$ cat src/rtl/lrus_pkg.sv
package lrus_pkg;

    // geometry
    localparam int NUM_SETS    = 64;
    localparam int ASSOC       = 8;
    localparam int SET_W       = $clog2(NUM_SETS);
    localparam int WAY_W       = $clog2(ASSOC);
    localparam int ROW_W       = ASSOC * WAY_W;
    localparam int CMD_W       = 3;
    localparam int ALLOC_W     = 4;
    localparam int QUEUE_DEPTH = 2;
    localparam int QPTR_W      = $clog2(QUEUE_DEPTH);

    localparam logic [ALLOC_W-1:0] ALLOC_RESET = ALLOC_W'(8);

    // command codes on the input word
    localparam logic [CMD_W-1:0] CMD_TOUCH       = CMD_W'(0);
    localparam logic [CMD_W-1:0] CMD_FILL        = CMD_W'(1);
    localparam logic [CMD_W-1:0] CMD_STREAM_FILL = CMD_W'(2);
    localparam logic [CMD_W-1:0] CMD_INVALIDATE  = CMD_W'(3);
    localparam logic [CMD_W-1:0] CMD_FIND_VICTIM = CMD_W'(4);

    typedef logic [WAY_W-1:0] way_t;

    // classified operation handed from front to back
    typedef enum logic [1:0] {
        OP_TO_FRONT,
        OP_TO_BACK,
        OP_VICTIM
    } op_t;

    typedef struct packed {
        op_t              op;
        logic [SET_W-1:0] set_index;
        way_t             way;
    } item_t;

    typedef enum logic {
        ST_IDLE,
        ST_EXEC
    } state_t;

    // order word after reset: way p sits at position p
    function automatic logic [ROW_W-1:0] reset_row();
        logic [ROW_W-1:0] r;
        r = '0;
        for (int p = 0; p < ASSOC; p++)
        begin
            r[p*WAY_W +: WAY_W] = WAY_W'(p);
        end
        return r;
    endfunction

endpackage

$ cat src/rtl/lrus_front.sv
module lrus_front
    import lrus_pkg::*;
(
    input  logic               push,
    input  logic [CMD_W-1:0]   command,
    input  logic [SET_W-1:0]   set_index,
    input  logic [WAY_W-1:0]   way,
    output logic               full,
    input  logic               q_full,
    output logic               q_push,
    output item_t              q_item
);

    logic keep;
    logic set_ok;
    logic way_ok;
    op_t  op_sel;

    // range checks on the incoming word
    assign set_ok = ({1'b0, set_index} < (SET_W+1)'(NUM_SETS));
    assign way_ok = ({1'b0, way} < (WAY_W+1)'(ASSOC));

    // classify; words that change nothing are taken and dropped here
    always_comb
    begin
        keep   = 1'b0;
        op_sel = OP_VICTIM;
        case (command)
            CMD_TOUCH, CMD_FILL:
            begin
                keep   = set_ok && way_ok;
                op_sel = OP_TO_FRONT;
            end
            CMD_STREAM_FILL, CMD_INVALIDATE:
            begin
                keep   = set_ok && way_ok;
                op_sel = OP_TO_BACK;
            end
            CMD_FIND_VICTIM:
            begin
                keep   = set_ok;
                op_sel = OP_VICTIM;
            end
            default:
            begin
                keep   = 1'b0;
                op_sel = OP_VICTIM;
            end
        endcase
    end

    assign q_item = {op_sel, set_index, way};

    assign full   = q_full;
    assign q_push = push && !q_full && keep;

endmodule

$ cat src/rtl/lrus_queue.sv
module lrus_queue
    import lrus_pkg::*;
(
    input  logic   clk,
    input  logic   rst_n,
    input  logic   push,
    input  item_t  push_item,
    output logic   full,
    input  logic   pop,
    output item_t  head_item,
    output logic   empty
);

    item_t             slot_reg [QUEUE_DEPTH];
    logic [QPTR_W-1:0] wr_ptr_reg;
    logic [QPTR_W-1:0] rd_ptr_reg;
    logic [QPTR_W:0]   count_reg;
    logic              do_push;
    logic              do_pop;

    assign full      = (count_reg == (QPTR_W+1)'(QUEUE_DEPTH));
    assign empty     = (count_reg == '0);
    assign do_push   = push && !full;
    assign do_pop    = pop && !empty;
    assign head_item = slot_reg[rd_ptr_reg];

    // pointers and fill count
    always_ff @(posedge clk or negedge rst_n)
    begin
        if (!rst_n)
        begin
            wr_ptr_reg <= '0;
            rd_ptr_reg <= '0;
            count_reg  <= '0;
        end
        else
        begin
            if (do_push)
            begin
                wr_ptr_reg <= (wr_ptr_reg == QPTR_W'(QUEUE_DEPTH-1)) ? '0 : wr_ptr_reg + 1'b1;
            end
            if (do_pop)
            begin
                rd_ptr_reg <= (rd_ptr_reg == QPTR_W'(QUEUE_DEPTH-1)) ? '0 : rd_ptr_reg + 1'b1;
            end
            if (do_push && !do_pop)
            begin
                count_reg <= count_reg + 1'b1;
            end
            else if (do_pop && !do_push)
            begin
                count_reg <= count_reg - 1'b1;
            end
        end
    end

    // storage slots
    always_ff @(posedge clk)
    begin
        if (do_push)
        begin
            slot_reg[wr_ptr_reg] <= push_item;
        end
    end

    a_count_bound: assert property (@(posedge clk) disable iff (!rst_n)
        count_reg <= (QPTR_W+1)'(QUEUE_DEPTH))
        else $error("queue count beyond depth");

endmodule

$ cat src/rtl/lrus_back.sv
module lrus_back
    import lrus_pkg::*;
(
    input  logic               clk,
    input  logic               rst_n,
    input  logic               q_empty,
    input  item_t              q_item,
    output logic               q_pop,
    input  logic               alloc_ways_valid,
    output logic               alloc_ways_ready,
    input  logic [ALLOC_W-1:0] alloc_ways,
    input  logic               pop,
    output logic               empty,
    output logic [WAY_W-1:0]   victim_way
);

    state_t               state_reg;
    state_t               state_next;
    item_t                item_reg;
    logic [ROW_W-1:0]     mem [NUM_SETS];
    logic [NUM_SETS-1:0]  set_valid_reg;
    logic [ROW_W-1:0]     rd_row_reg;
    logic                 rd_hit_reg;
    logic [ALLOC_W-1:0]   alloc_ways_reg;
    logic                 out_valid_reg;
    way_t                 victim_way_reg;

    logic [ROW_W-1:0]     cur_row;
    logic [ROW_W-1:0]     row_next;
    way_t                 cur [ASSOC];
    way_t                 upd [ASSOC];
    way_t                 pos;
    way_t                 victim_next;
    logic                 victim_found;
    logic                 exec_go;
    logic                 mem_we;
    logic                 out_push;

    // configuration register
    assign alloc_ways_ready = 1'b1;

    always_ff @(posedge clk or negedge rst_n)
    begin
        if (!rst_n)
        begin
            alloc_ways_reg <= ALLOC_RESET;
        end
        else if (alloc_ways_valid)
        begin
            alloc_ways_reg <= alloc_ways;
        end
    end

    // order word of the set in hand; an unwritten set reads as the reset order
    assign cur_row = rd_hit_reg ? rd_row_reg : reset_row();

    always_comb
    begin
        for (int q = 0; q < ASSOC; q++)
        begin
            cur[q] = cur_row[q*WAY_W +: WAY_W];
        end
    end

    // position of the named way
    always_comb
    begin
        pos = '0;
        for (int q = 0; q < ASSOC; q++)
        begin
            if (cur[q] == item_reg.way)
            begin
                pos = WAY_W'(q);
            end
        end
    end

    // move to the most-recent or least-recent end
    always_comb
    begin
        for (int q = 0; q < ASSOC; q++)
        begin
            upd[q] = cur[q];
        end
        if (item_reg.op == OP_TO_FRONT)
        begin
            upd[0] = item_reg.way;
            for (int q = 1; q < ASSOC; q++)
            begin
                upd[q] = (WAY_W'(q) <= pos) ? cur[q-1] : cur[q];
            end
        end
        else
        begin
            for (int q = 0; q < ASSOC - 1; q++)
            begin
                upd[q] = (WAY_W'(q) >= pos) ? cur[q+1] : cur[q];
            end
            upd[ASSOC-1] = item_reg.way;
        end
        for (int q = 0; q < ASSOC; q++)
        begin
            row_next[q*WAY_W +: WAY_W] = upd[q];
        end
    end

    // victim: allocatable way nearest the least-recent end
    always_comb
    begin
        victim_found = 1'b0;
        victim_next  = '0;
        for (int q = 0; q < ASSOC; q++)
        begin
            if (ALLOC_W'(cur[q]) < alloc_ways_reg)
            begin
                victim_found = 1'b1;
                victim_next  = cur[q];
            end
        end
    end

    // a victim waits only while the result slot is held
    assign exec_go = !(item_reg.op == OP_VICTIM && victim_found && out_valid_reg && !pop);

    // next state
    always_comb
    begin
        state_next = state_reg;
        case (state_reg)
            ST_IDLE:
            begin
                if (!q_empty)
                begin
                    state_next = ST_EXEC;
                end
            end
            ST_EXEC:
            begin
                if (exec_go)
                begin
                    state_next = ST_IDLE;
                end
            end
            default:
            begin
                state_next = ST_IDLE;
            end
        endcase
    end

    // state outputs
    always_comb
    begin
        q_pop    = 1'b0;
        mem_we   = 1'b0;
        out_push = 1'b0;
        case (state_reg)
            ST_IDLE:
            begin
                q_pop = !q_empty;
            end
            ST_EXEC:
            begin
                mem_we   = exec_go && (item_reg.op != OP_VICTIM);
                out_push = exec_go && (item_reg.op == OP_VICTIM) && victim_found;
            end
            default:
            begin
                q_pop = 1'b0;
            end
        endcase
    end

    // control registers
    always_ff @(posedge clk or negedge rst_n)
    begin
        if (!rst_n)
        begin
            state_reg     <= ST_IDLE;
            set_valid_reg <= '0;
            rd_hit_reg    <= 1'b0;
            out_valid_reg <= 1'b0;
        end
        else
        begin
            state_reg <= state_next;
            if (q_pop)
            begin
                rd_hit_reg <= set_valid_reg[q_item.set_index];
            end
            if (mem_we)
            begin
                set_valid_reg[item_reg.set_index] <= 1'b1;
            end
            if (out_push)
            begin
                out_valid_reg <= 1'b1;
            end
            else if (pop)
            begin
                out_valid_reg <= 1'b0;
            end
        end
    end

    // order memory with registered read, and payload registers
    always_ff @(posedge clk)
    begin
        if (mem_we)
        begin
            mem[item_reg.set_index] <= row_next;
        end
        if (q_pop)
        begin
            rd_row_reg <= mem[q_item.set_index];
            item_reg   <= q_item;
        end
        if (out_push)
        begin
            victim_way_reg <= victim_next;
        end
    end

    assign empty      = !out_valid_reg;
    assign victim_way = victim_way_reg;

    a_victim_alloc: assert property (@(posedge clk) disable iff (!rst_n)
        out_push |-> (ALLOC_W'(victim_next) < alloc_ways_reg))
        else $error("victim outside allocatable ways");

    a_pop_to_exec: assert property (@(posedge clk) disable iff (!rst_n)
        (state_reg == ST_IDLE && q_pop) |=> (state_reg == ST_EXEC))
        else $error("word taken without execution");

    a_result_kept: assert property (@(posedge clk) disable iff (!rst_n)
        (out_valid_reg && !pop) |=> (out_valid_reg && $stable(victim_way_reg)))
        else $error("waiting result lost");

endmodule

$ cat src/rtl/lru_replacement_with_stream_insert.sv
// channel     | direction | handshake                      | payload
// input       | in        | push / full                    | command, set_index, way
// result      | out       | pop / empty                    | victim_way
// alloc_ways  | in        | alloc_ways_valid / ..._ready   | alloc_ways
//
// in the back end, an idle state does the registered read of the set's order
// word, and an exec state updates it or picks the victim and writes back.
// the front end takes a word each cycle while its two-entry queue has room.
// reset (rst_n low) gives every set the order way 0 .. way 7 without a sweep.
// a victim stalls in the back end only while the previous result is not popped.
module lru_replacement_with_stream_insert
    import lrus_pkg::*;
(
    input  logic               clk,
    input  logic               rst_n,
    input  logic               push,
    output logic               full,
    input  logic [CMD_W-1:0]   command,
    input  logic [SET_W-1:0]   set_index,
    input  logic [WAY_W-1:0]   way,
    output logic               empty,
    input  logic               pop,
    output logic [WAY_W-1:0]   victim_way,
    input  logic               alloc_ways_valid,
    output logic               alloc_ways_ready,
    input  logic [ALLOC_W-1:0] alloc_ways
);

    logic  q_full;
    logic  q_push;
    item_t q_in_item;
    logic  q_pop;
    logic  q_empty;
    item_t q_head_item;

    // accept and classify
    lrus_front u_front (
        .push      (push),
        .command   (command),
        .set_index (set_index),
        .way       (way),
        .full      (full),
        .q_full    (q_full),
        .q_push    (q_push),
        .q_item    (q_in_item)
    );

    // decoupling queue
    lrus_queue u_queue (
        .clk       (clk),
        .rst_n     (rst_n),
        .push      (q_push),
        .push_item (q_in_item),
        .full      (q_full),
        .pop       (q_pop),
        .head_item (q_head_item),
        .empty     (q_empty)
    );

    // order update and victim search
    lrus_back u_back (
        .clk              (clk),
        .rst_n            (rst_n),
        .q_empty          (q_empty),
        .q_item           (q_head_item),
        .q_pop            (q_pop),
        .alloc_ways_valid (alloc_ways_valid),
        .alloc_ways_ready (alloc_ways_ready),
        .alloc_ways       (alloc_ways),
        .pop              (pop),
        .empty            (empty),
        .victim_way       (victim_way)
    );

endmodule
$ cat config.mk
export PLATFORM = sky130hd
export DESIGN_NAME = lru_replacement_with_stream_insert
export DESIGN_NICKNAME = d
export VERILOG_FILES = /design/src/rtl/lrus_pkg.sv /design/src/rtl/lrus_front.sv /design/src/rtl/lrus_queue.sv /design/src/rtl/lrus_back.sv /design/src/rtl/lru_replacement_with_stream_insert.sv
export SDC_FILE = /design/constraint.sdc
export NUM_CORES = 2
export LEC_CHECK = 0
export ABC_AREA = 1
export BUFFER_PORTS_ARGS = -buffer_cell sky130_fd_sc_hd__buf_2
export CORE_ASPECT_RATIO = 0.6
export CORE_MARGIN = 2
export CORE_UTILIZATION = 50
export DETAILED_ROUTE_END_ITERATION = 8
export PLACE_DENSITY = 0.66
export SLEW_MARGIN = 20
export SYNTH_ARGS = -nofsm -noshare
export SYNTH_HDL_FRONTEND = slang
export SYNTH_SLANG_ARGS = --single-unit
export TNS_END_PERCENT = 20
$ cat constraint.sdc
create_clock -name clk -period 5.2 [get_ports clk]
set_input_delay 0.78 -clock clk [delete_from_list [all_inputs] [get_ports clk]]
set_output_delay 0.78 -clock clk [all_outputs]
set_load 0.02 [all_outputs]
-- Word-level counts from Yosys, hierarchy flattened
Memory sizes are Yosys's and may differ from the RTL's. A register that Yosys moved wholly into a read port is not among the register bits.
Cells that the tools add are included.
- register bits: 89
- latch bits: 0
- RAM bits: 1558
- memory bits (read-only): 0
- output and inout port bits: 6
- logic and storage cells: 148
- memories kept: 2
- memory list (memory ; depth ; bits a word ; read ports ; clocked after memory_dff ; wr ports ; line ; text):
    u_back.mem ; 64 ; 24 ; 1 ; 1 ; 1 ; lrus_back.sv:20 ; logic [ROW_W-1:0] mem [NUM_SETS];
    u_queue.slot_reg ; 2 ; 11 ; 1 ; 0 ; 1 ; lrus_queue.sv:14 ; item_t slot_reg [QUEUE_DEPTH];
- $add $sub $neg: 4
- $mul: 0
- divide/modulo/power cells: 0
- magnitude comparators: 25
- eq/ne operators: 14
- shifts and indexed selects: 0
- muxes and demuxes: 61
- bitwise operators: 2
- reductions and logical operators: 28
- operators with widths (operator ; count):
    $mux W3 ; 26
    $or A64 B64 Y64 ; 1
    $mux W24 ; 2
    $lt A3 B4 Y1 ; 8
    $mux W1 ; 25
    $eq A3 B3 Y1 ; 7
    $lt A6 B7 Y1 const B ; 2
    $logic_and A1 B1 Y1 ; 13
    $le A3 B3 Y1 const A ; 4
    $ge A3 B3 Y1 const A ; 3
    $mux W2 ; 4
    $logic_not A1 Y1 ; 7
    $bmux W1 S6 ; 1
    $demux W1 S6 ; 1
    $eq A3 B2 Y1 const B ; 2
    $ge A1 B3 Y1 const A ; 2
    $ge A2 B3 Y1 const A ; 2
    $ge A6 B1 Y1 const B ; 1
    $le A2 B3 Y1 const A ; 2
    $reduce_or A5 Y1 ; 1
    $eq A2 B2 Y1 const B ; 2
    $logic_not A2 Y1 ; 2
    $pmux W2 S2 ; 1
    $reduce_bool A2 Y1 ; 2
    11 further kinds ; 13

-- Logic depth before layout (Yosys ltp)
- depth after elaboration: 18
- depth in mapped cells: 18

-- Hierarchy
A second synthesis with hierarchy kept.
- cells, all modules: 5242
- area, all modules: 67110.6 µm²
- modules (own cells, without submodules) (module ; times used ; cells each ; area an instance (µm²) ; seq. area each (µm²)):
    lrus_back ; 1 ; 5134 ; 65973.3 ; 49043.3
    lrus_queue ; 1 ; 89 ; 1028.5 ; 760.7
    lrus_front ; 1 ; 19 ; 108.9 ; 0.0

-- Worst setup path after synthesis
Ideal clock, no wire load.
- path kind: reg2reg
- start: register u_back.rd_hit_reg
- end: memory u_back.mem[0][13] (netlist bit) (data pin)
- library setup time: 702 ps
- arrival: 3974 ps
- required time: 4498 ps
- path slack: 524 ps
- cell stages (with the launch flop): 11
- buffers on the path: 2
- cell sequence: dfrtp_1 -> inv_2 -> or2_1 -> clkbuf_1 -> xor2_1 -> nand3b_2 -> buf_4 -> nand3_1 -> nand2_1 -> o21ai_0 -> o21ai_0
- RTL lines (what ; line ; text):
    from (decl) ; lrus_back.sv:23 ; logic rd_hit_reg;
    from (signal assigned) ; lrus_back.sv:189 ; rd_hit_reg <= set_valid_reg[q_item.set_index];
    to (decl) ; lrus_back.sv:20 ;

-- Worst setup path in the final report
- start: register u_queue.rd_ptr_reg
- end: register u_back.rd_row_reg[18], read port of u_back.mem (data pin)
- longest elaborated chain between the ends: 1
- ends and longest elaborated chain (what ; line ; text):
    from (decl) ; lrus_queue.sv:16 ; logic [QPTR_W-1:0] rd_ptr_reg;
    from (signal assigned) ; lrus_queue.sv:44 ; rd_ptr_reg <= (rd_ptr_reg == QPTR_W'(QUEUE_DEPTH-1)) ? '0 : rd_ptr_reg + 1'b1;
    $mem_v2 Z2 W11 ; -- ;
    to (decl) ; lrus_back.sv:22 ; logic [ROW_W-1:0] rd_row_reg;
No other way between the ends.
A chain may end at the register's enable or synchronous reset.

==> flow_summary.json <==
{
  "wl_met2_mm": 79.12,
  "die_area_sq_mm": 0.1386,
  "setup-violations-final": 0,
  "rsz0062_at_grt": "false",
  "cts_buffers": 144,
  "wl_met1_mm": 84.21,
  "post_cts_resize_count": 0,
  "dp_hpwl_mm": 110.4,
  "synth_area_sq_mm": 0.06775,
  "p_per_area_mw_per_mm2": 744.9,
  "path_class": "reg2reg",
  "cp_top_family": "simple AND/OR/NAND/NOR gates",
  "irDropWorstVdd_v": 0.0009328,
  "slowest_delay_ns": 0.76,
  "ys_ff_latch": 1671,
  "die_x_microns": 479.2,
  "vias_per_cell": 6.177,
  "rows": 104,
  "ys_types": 40,
  "hold_violations": 0,
  "worstSetupStartpointType": "flop",
  "fin_skew_ns": 0.03752,
  "syn_nets": 5365,
  "clkSlewWorstSetupHoldPaths_ns": 0.07,
  "fillers": 10810,
  "outcome": "finished, final reports clean",
  "fin_crit_ns": 4.249,
  "layout-drive-gt1-share": 0.1001,
  "p_total_w": 0.05597,
  "crit_path_end_kind": "flop",
  "finalSetupTns_ns": 0,
  "start_util": 0.5045,
  "die_h_microns": 289.1,
  "largest_reg_flops": 1536,
  "cts.htree.levels": 4,
  "drc": 0,
  "cpMaxStageDelayCell": "dfrtp_1",
  "drt-total-wl_mm": 196.2,
  "p_leak_nw": 24.84,
  "portBuffers": 25,
  "top_layer": "met5",
  "path_cells": "inv_2 > nand2_2 > nand2_8 > inv_16 > buf_12 > nor2_1 > nor2_1 > o21ai_0 > o211ai_1 > o211ai_1 > nand3_1 > nand3_1 > nand2_1",
  "required_ns": 5.84,
  "grt_pass1_wl_mm": 283.7,
  "grt_start_max_net_pins": 186,
  "multi_input_area_sq_mm": 0.01574,
  "nNetsFinal": 5338,
  "hold_class": "in2reg",
  "root_buffer": "clkbuf_16",
  "fmax_mhz": 235.3,
  "dr_wl_met3_mm": 28.63,
  "arrival_ns": 4.89,
  "grt_usage": 0.2806,
  "via_count": 44630,
  "tightest_slew_ns": 1.156,
  "first_pass_iters": 6,
  "clock_sinks": 1671,
  "drv_slew": 0,
  "overflow": 0,
  "yosys_warnings": 0,
  "areaGrowthSynthToFinish_pct": 10.90,
  "ys_seq_area_frac": 0.7351,
  "ioPinCount": 27,
  "crit_fanout": 152,
  "core_region_area_sq_mm": 0.1343,
  "period_share": 0.8172,
  "ant_nets": 0,
  "drt-wirelength-per-cell_microns": 27.15,
  "register_area_sq_mm": 0.04980,
  "slew_headroom": 0.2263,
  "clockBufferDepth": 3,
  "drtIter0Drc": 7325,
  "antenna_found_initial": 12,
  "maxCapViolations": 0,
  "clkLatencyLatePin_ns": 0.79,
  "syn_area_per_cell_sq_um": 12.72,
  "gp_congestion": 0.9471,
  "syn_inst": 5327,
  "crit_buf_inv": 3,
  "cts_tree": "done",
  "grt_pass1_vias": 40880
}
[cell usage after synthesis (all sizes together)]
cell    count  area, sq um
nand2     218        833.3
inv       235        884.6
clkinv      3        11.26
dfstp       1        26.28
ha         17        212.7
a31oi       2        12.51
nor4        1        6.260
edfxtp   1596        47930
xor2       16        140.1
nand3     223         1121
o22ai      96        600.6
conb        1        3.750
nor2      908         3411
buf       215         1185
o211ai    399         2995
nand3b      5        41.29
clkbuf    155        583.1
nand4       7        43.79
a21oi     146        734.5
mux2i       3        30.03
xnor2       1        8.760
or2        39        244.0
dfrtp      74         1852
a21o        1        7.510
o21ai     965         4837
[power by group]
part | total (W) | internal [W] | switching, W | leakage [nW]
clock | 0.0108 | 0.00590 | 0.00488 | 2.25
sequential | 0.0226 | 0.0222 | 0.000409 | 15.4
combinational | 0.0226 | 0.00470 | 0.0179 | 7.23
total | 0.0560 | 0.0328 | 0.0232 | 24.8
[kinds of logic after synthesis]
family | share of synthesized area
fa+ha+maj | 0.003139
mux | 0.0004432
flops | 0.7351
buf+inv | 0.03932
xor+xnor | 0.002198
simple gates | 0.08414
compound gates | 0.1356
other cells | 0.00005535
[layout by cell type, fill, tap and decap left out, drive strengths merged, types with 5 or more instances in the layout]
cell type / synthesis / layout
a21oi: 146 / 146
o22ai: 96 / 96
diode: 0 / 7
xor2: 16 / 16
o21ai: 965 / 965
dfrtp: 74 / 74
nand2: 218 / 218
edfxtp: 1596 / 1596
nand3: 223 / 223
or2: 39 / 39
o211ai: 399 / 399
nor2: 908 / 908
nand3b: 5 / 5
clkbuf: 155 / 187
inv: 235 / 239
bufinv: 0 / 11
buf: 215 / 196
ha: 17 / 17
clkinv: 3 / 60
nand4: 7 / 7
[worst register-to-register path, stage by stage (launching register included)]
cell and delay, ns:
dfrtp_1 0.76, inv_2 0.23, nand2_2 0.18, nand2_8 0.30
inv_16 0.55, buf_12 0.61, nor2_1 0.09, nor2_1 0.08
o21ai_0 0.08, o211ai_1 0.11, o211ai_1 0.11, nand3_1 0.47
nand3_1 0.41, nand2_1 0.14
[path summary, 6_finish.rpt]
| path | from | endpoint | slack, ns | cells after the start |
|---|---|---|---|---|
| max | u_queue.rd_ptr_reg | u_back.rd_row_reg[18] | 0.95 | 13 |
| min | way[0] | u_queue.slot_reg[0][0] | 0.20 | 1 |
| max reg2reg | u_queue.rd_ptr_reg | u_back.rd_row_reg[18] | 0.95 | 13 |
| min reg2reg | u_back.set_valid_reg[17] | u_back.set_valid_reg[17] | 0.46 | 2 |
| max in group asynchronous | rst_n | u_back.set_valid_reg[58] | 3.59 | 3 |
| min in group asynchronous | rst_n | u_queue.wr_ptr_reg | 0.38 | 2 |
[layer usage]
layer,track usage,up-vias
met5,0,-
met4,0.07232,12
met3,0.09287,302
met2,0.3763,2698
met1,0.4355,22070
li1,-,19550
[what timing repair did]
action,4_1_cts,5_1_grt
buffers inserted,0,0
hold endpoints to repair,6,0
hold buffers,1,0
[through the flow]
stage | utilization | std cells | instance area [sq um] | hold slack [ns] | setup slack [ns]
floorplan | - | 5327 | 67750 | 0.4274 | 0.5240
global placement | 0.5250 | 6955 | 70500 | 0.4378 | 1.090
detailed placement | 0.5250 | 6955 | 70500 | 0.4432 | 1.025
CTS | 0.5593 | 7218 | 75110 | 0.1409 | 0.9886
global route | 0.5594 | 7218 | 75120 | 0.1826 | 0.7083
finish | 0.5595 | 7225 | 75130 | 0.1972 | 0.9507
[area by class of cell]
class	count	area share
antenna	7	0.0002331
clock buffer	187	0.05237
clock inverter	75	0.008759
inverter	238	0.01226
multi-input combinational	3048	0.2094
sequential	1671	0.6629
tap	1802	0.03001
timing repair buffer	197	0.02408
Note: power is estimated with default switching activity, not from simulation.
